### src/rtl/shtl_pkg.sv
// shared types, codes and widths for the sorted hash table lookup unit
package shtl_pkg;

   localparam int CMD_W     = 2;
   localparam int HASH_W    = 32;
   localparam int OFFSET_W  = 32;
   localparam int ADDR_W    = 32;
   localparam int MATCH_W   = 10;
   localparam int STATUS_W  = 2;

   localparam int DEFAULT_TABLE_DEPTH = 1024;

   // request queue between front and back
   localparam int QUEUE_DEPTH = 2;
   localparam int QPTR_W      = (QUEUE_DEPTH > 1) ? $clog2(QUEUE_DEPTH) : 1;
   localparam int QCNT_W      = $clog2(QUEUE_DEPTH + 1);

   // raw command codes on the request port
   localparam logic [CMD_W-1:0] CMD_CLEAR  = 2'd0;
   localparam logic [CMD_W-1:0] CMD_APPEND = 2'd1;
   localparam logic [CMD_W-1:0] CMD_LOOKUP = 2'd2;

   typedef enum logic [1:0] {
      OP_CLEAR  = 2'd0,
      OP_APPEND = 2'd1,
      OP_LOOKUP = 2'd2,
      OP_IGNORE = 2'd3
   } op_type;

   typedef enum logic [STATUS_W-1:0] {
      ST_DONE = 2'd0,
      ST_FULL = 2'd1,
      ST_HIT  = 2'd2,
      ST_MISS = 2'd3
   } status_type;

   typedef struct packed {
      op_type                op;
      logic [HASH_W-1:0]     key_hash;
      logic [OFFSET_W-1:0]   entry_offset;
   } item_type;

endpackage

### src/rtl/shtl_front.sv
// request intake: classifies commands and queues them for the search engine
module shtl_front (
   input  logic                         clock,
   input  logic                         reset,
   input  logic                         req_valid,
   output logic                         req_stall,
   input  logic [shtl_pkg::CMD_W-1:0]   req_command,
   input  logic [shtl_pkg::HASH_W-1:0]  req_key_hash,
   input  logic [shtl_pkg::OFFSET_W-1:0] req_entry_offset,
   output logic                         q_valid,
   output shtl_pkg::item_type           q_item,
   input  logic                         q_pop
);

   shtl_pkg::item_type                  queue_ff [shtl_pkg::QUEUE_DEPTH];
   logic [shtl_pkg::QPTR_W-1:0]         wr_ptr_ff, wr_ptr_in;
   logic [shtl_pkg::QPTR_W-1:0]         rd_ptr_ff, rd_ptr_in;
   logic [shtl_pkg::QCNT_W-1:0]         count_ff, count_in;
   logic                                push;
   logic                                pop;
   shtl_pkg::item_type                  item_new;

   function automatic logic [shtl_pkg::QPTR_W-1:0] ptr_next(
      input logic [shtl_pkg::QPTR_W-1:0] ptr);
      if (ptr == shtl_pkg::QPTR_W'(shtl_pkg::QUEUE_DEPTH - 1))
         return '0;
      else
         return ptr + shtl_pkg::QPTR_W'(1);
   endfunction

   always_comb begin
      item_new.key_hash     = req_key_hash;
      item_new.entry_offset = req_entry_offset;
      case (req_command)
         shtl_pkg::CMD_CLEAR:  item_new.op = shtl_pkg::OP_CLEAR;
         shtl_pkg::CMD_APPEND: item_new.op = shtl_pkg::OP_APPEND;
         shtl_pkg::CMD_LOOKUP: item_new.op = shtl_pkg::OP_LOOKUP;
         default:              item_new.op = shtl_pkg::OP_IGNORE;
      endcase
   end

   assign req_stall = (count_ff == shtl_pkg::QCNT_W'(shtl_pkg::QUEUE_DEPTH));
   assign q_valid   = (count_ff != '0);
   assign q_item    = queue_ff[rd_ptr_ff];
   assign push      = req_valid && !req_stall;
   assign pop       = q_pop && q_valid;

   always_comb begin
      wr_ptr_in = push ? ptr_next(wr_ptr_ff) : wr_ptr_ff;
      rd_ptr_in = pop  ? ptr_next(rd_ptr_ff) : rd_ptr_ff;
      count_in  = count_ff;
      if (push && !pop)
         count_in = count_ff + shtl_pkg::QCNT_W'(1);
      else if (pop && !push)
         count_in = count_ff - shtl_pkg::QCNT_W'(1);
   end

   always_ff @(posedge clock) begin
      if (reset) begin
         wr_ptr_ff <= '0;
         rd_ptr_ff <= '0;
         count_ff  <= '0;
      end else begin
         wr_ptr_ff <= wr_ptr_in;
         rd_ptr_ff <= rd_ptr_in;
         count_ff  <= count_in;
      end
   end

   always_ff @(posedge clock) begin
      if (push)
         queue_ff[wr_ptr_ff] <= item_new;
   end

endmodule

### config.mk
export PLATFORM = sky130hd
export DESIGN_NAME = shtl_front
export DESIGN_NICKNAME = d
export VERILOG_FILES = /design/src/rtl/shtl_pkg.sv /design/src/rtl/shtl_front.sv
export SDC_FILE = /design/constraint.sdc
export NUM_CORES = 1
export LEC_CHECK = 0
export ABC_AREA = 1
export BUFFER_PORTS_ARGS = -buffer_cell sky130_fd_sc_hd__buf_2
export CORE_ASPECT_RATIO = 0.8
export CORE_MARGIN = 2
export CORE_UTILIZATION = 50
export CTS_CLUSTER_SIZE = 30
export DETAILED_ROUTE_END_ITERATION = 6
export GPL_TIMING_DRIVEN = 1
export PLACE_DENSITY = 0.85
export SLEW_MARGIN = 40
export SYNTH_ARGS = -nofsm -noshare
export SYNTH_HDL_FRONTEND = slang
export SYNTH_SLANG_ARGS = --single-unit
### constraint.sdc
create_clock -name clock -period 5.2 [get_ports clock]
set_input_delay 0.52 -clock clock [delete_from_list [all_inputs] [get_ports clock]]
set_output_delay 0.52 -clock clock [all_outputs]
set_load 0.02 [all_outputs]
### Word level (Yosys, flattened, before mapping)

Memories as Yosys holds them, arrays and structs flattened. A register that Yosys moved wholly into a read port is not among the register bits.
Cells that the tools add are included.

| storage, ports and cells | value |
|---|---|
| RAM bits | 132 |
| output and inout bits | 68 |
| input bits | 70 |
| latch bits | 0 |
| bits in read-only memories | 0 |
| memories kept | 1 |
| register bits after elaboration | 4 |

| operators by class | value |
|---|---|
| shift operators | 0 |
| order comparisons | 0 |
| multipliers | 0 |
| equality and inequality tests | 3 |
| divide/modulo/power cells | 0 |
| add/sub/neg operators | 4 |
| mux-type cells | 9 |
| reductions and logical operators | 10 |
| bitwise operators | 0 |

Memory list:

| name | words | bits a word | rd ports | clocked after memory_dff | wr ports | RTL line | text |
|---|---|---|---|---|---|---|---|
| queue_ff | 2 | 66 | 1 | 1 | 1 | shtl_front.sv:15 | `shtl_pkg::item_type queue_ff [shtl_pkg::QUEUE_DEPTH];` |

Operators with widths:

| operator | number |
|---|---|
| 1-bit two-way mux | 6 |
| 2-bit case mux with 3 select lines | 1 |
| 2-bit equality test (second input constant) | 2 |
| 1-bit logical AND | 4 |
| 2-bit two-way mux | 2 |
| 2-bit nonzero test | 2 |
| 1-bit logical NOT | 3 |
| 1-bit adder (second input constant) | 2 |
| 2-bit by 1-bit adder with 2-bit output (second input constant) | 1 |
| 2-bit by 1-bit equality test with 1-bit output (second input constant) | 1 |
| 2-bit logical NOT | 1 |
| 2-bit by 1-bit subtractor with 2-bit output (second input constant) | 1 |

### Longest topological paths before layout

| logic depth | value |
|---|---|
| word-level depth | 7 |
| depth in mapped cells | 10 |
| mapped depth without buffers | 10 |

### Least setup slack after synthesis

Ideal clock, no wire load.

| path | value |
|---|---|
| path kind | in2reg |
| from | input port req_valid |
| to | memory queue_ff[0][0] (netlist name), enable pin |
| library setup time | 490 ps |
| stages | 2 |
| path slack | 1,327 ps |
| data arrival time | 3,383 ps |
| required time | 4,710 ps |
| path through | o21ai_1 > nor2_1 |

| on the way | value |
|---|---|
| word-level cells in the longest chain between the ends | 3 |

Ends and longest elaborated chain:

| item | RTL line | text |
|---|---|---|
| start: declaration | shtl_front.sv:5 | `input logic req_valid,` |
| 1-bit logical AND | shtl_front.sv:45 | `assign push = req_valid && !req_stall;` |
| 1-bit two-way mux | shtl_front.sv:71 | `if (push)` |
| 1-bit two-way mux (implied by the code) | shtl_front.sv:72 | `queue_ff[wr_ptr_ff] <= item_new;` |
| end: declaration | shtl_front.sv:15 |  |

No other way between the ends.

==> metrics.md <==
| Metric | Value |
|---|---|
| Most used standard cell by instance count after synthesis | `edfxtp_1` |
| CP Max Fanout | `36` |
| Cell leakage power | `0.00258 uW` |
| Post-synth EDFFs | `132` |
| CTS Sinks | `137` |
| Clk_lat worst skew | `400 ps` |
| Clock slew at reported path FFs | `60 ps` |
| Synth Area in Compound Gates | `0.00484` |
| Top cells by count, synth | `edfxtp_1, mux2_4, mux2_2` |
| Fin. max-slew vios | `0` |
| Crit path cell chain | `buf_12 > mux2_2 > buf_2` |
| Clock Skews | `10.9 ps` |
| Unrepaired setup endpoints after global routing | `false` |
| Post-Synth XOR/XNOR Area | `0` |
| Syn Nets | `315` |
| Worst vdd ir | `0.322 mV` |
| Final hold vios | `0` |
| Vias | `2652` |
| Synth Area in Adders | `0.00242` |
| Seq/Total Area, Yosys | `0.786` |
| Crit. End Element | `output pin` |
| Yosys top cell area share | `0.767` |
| Status | `finished, final reports clean` |
| CTS hold repair buffers | `0` |
| Setup violations, final | `0` |
| Total CTS buffers | `17` |
| Pwr Density | `517 nW/um^2` |
| DR DRC count | `0` |
| Distinct cell type count after synthesis | `16` |
| Iteration-0 DRC Markers | `118` |
| Max Buffers Root-to-Sink | `2` |
| Synth area leader | `edfxtp_1` |
| CTS resizes | `0` |
| Clk root buf | `clkbuf_16` |
| Iteration count of the initial detailed-routing pass | `4` |
| Vias in the first global route | `2749` |
| Placed cells | `517` |
| Ranking of synthesized cells by area | `edfxtp_1, mux2_4, mux2_2, dfxtp_1, buf_6` |
| Initial antenna violation count | `0` |
| Synth warnings | `0` |
| Synth Flop Type | `edfxtp_1` |
| DRT Wirelength | `8740 um` |
| Synth-to-Final Area Change | `27.4%` |
| First-pass GRT wire length | `13500 um` |
| Crit-path max cell delay | `710 ps` |
| Relative slew slack | `0.611` |
| Largest net degree at the start of global routing | `37` |
| Type of the worst setup path | `reg -> out` |
| Input/output buffers | `137` |
| Cells after synthesis | `244` |
| CP required | `4680 ps` |
| Mean Syn Cell Area | `21.2 sq um` |
| Simple-gate share of the synthesized area | `0.0140` |
| Core ar. | `10200 sq um` |
| # nets final | `467` |
| Synth async-reset ratio | `0` |
| Die W | `118 um` |
| Share of the cycle needed by the critical path after routing | `0.482` |
| F_max | `399 MHz` |
| Htree depth | `4` |
| FF+latch count, synth | `137` |
| Post-Syn Area | `5170 sq um` |
| Die area | `11200 sq um` |
| Total of max-cap violations | `0` |
| Die H | `95.0 um` |
| N_diodes | `0` |
| Post-CTS setup buffers | `0` |
| Vias per inst | `4.83` |
| Slowest-stage cell, CP | `dfxtp_4` |
| Post-layout min period | `2510 ps` |
| CTS tree | `built` |
| Hpwl dp | `5940 um` |
| Worst Tran Pin Value | `583 ps` |
| Setup tns final | `0 ps` |
| Row count | `33` |
| Mux share of post-synthesis cell area | `0.173` |
| Arr. time, crit path | `1990 ps` |
| Wire per inst | `15.9 um` |
| Fin cells | `549` |
| Routed Antenna Nets | `0` |
| Worst hold path type | `in -> reg` |
| Gr usage total | `0.163` |
| Main combinational cell family by area after synthesis | `multiplexers` |
| Starting Density | `0.509` |
| RD Place Congestion | `0.702` |
| Layout cells sized above 1 | `0.577` |
| Final global-route overflow total | `0` |
| Critical path startpoint category | `flip-flop` |
| # IOs | `138` |
-- metrics by stage --
| stage | worst slack (ps) | instance area [sq um] | total power [uW] | utilization | hold slack [ps] |
|---|---|---|---|---|---|
| after floorplan | 1330 | 5170 | 2090 | - | 465 |
| after global placement | 2700 | 5990 | 2300 | 0.590 | 473 |
| after detailed placement | 2950 | 6040 | 2340 | 0.595 | 488 |
| after CTS | 2630 | 6590 | 3440 | 0.649 | 291 |
| after global routing | 2570 | 6590 | 3550 | 0.649 | 291 |
| final | 2690 | 6590 | 3400 | 0.649 | 306 |
-- final timing paths --
| path | from | to | slack, ps | depth (start not counted) |
|---|---|---|---|---|
| setup / recovery | flip-flop | q_item[48] | 2690 | 3 |
| hold / removal | req_key_hash[22] | queue_ff[1][54] | 310 | 1 |
| setup reg to reg | count_ff[1] | queue_ff[1][42] | 3180 | 4 |
| hold reg to reg | rd_ptr_ff | flip-flop | 510 | 2 |
-- cells by family after synthesis --
| kind of cell | after synthesis |
|---|---|
| buffers and inverters | 17 |
| and+or+nand+nor | 18 |
| AOI/OAI and AO/OA | 5 |
| DFF | 137 |
| adders and majority gates | 1 |
| muxes | 66 |
-- cell usage in the layout, fill, tap and decap left out, types with 2 or more instances in the layout --
cell type	n
nor2_4	2
edfxtp_1	132
clkinv_2	4
clkbuf_16	17
clkinv_1	2
clkbuf_1	5
buf_4	2
a21oi_1	2
buf_2	137
nand2_1	7
bufinv_16	2
inv_1	8
mux2_4	40
nand3_1	2
clkinvlp_4	2
buf_8	2
nor2_1	6
dfxtp_1	4
mux2_2	26
o21ai_0	2
-- registers in the layout (all words and copies together), names as in the netlist, named ones only --
name,flops
wr_ptr_ff,1
queue_ff,132
rd_ptr_ff,1
count_ff,2
-- routing by layer --
| layer | track usage | up-vias | wire, um |
|---|---|---|---|
| met1 | 0.185 | 1298 | 3530 |
| met4 | 0.0633 | 0 | 57 |
| met3 | 0.0604 | 5 | 664 |
| met2 | 0.286 | 103 | 4490 |
| met5 | 0 | - | 0 |
| li1 | - | 1246 | - |
-- worst max-delay path: cells and delay by family (launching register included) --
kind	cells	cell delay (ps)
buf+inv	2	480
mux	1	380
flops	1	710
-- power breakdown --
part           internal [uW]  switching (uW)
Combinational            361             470
Sequential              1400            72.2
Clock                    698             404
-- cell type report --
type,count,area (sq um)
flip-flops and latches,137,4070
well taps,140,175
repair buffers,142,751
fillers,719,3570
multi-input cells,90,1020
clock buffers,22,444
inverters,8,30.0
clock inverters,10,103
Note: power is estimated with default switching activity, not from simulation.
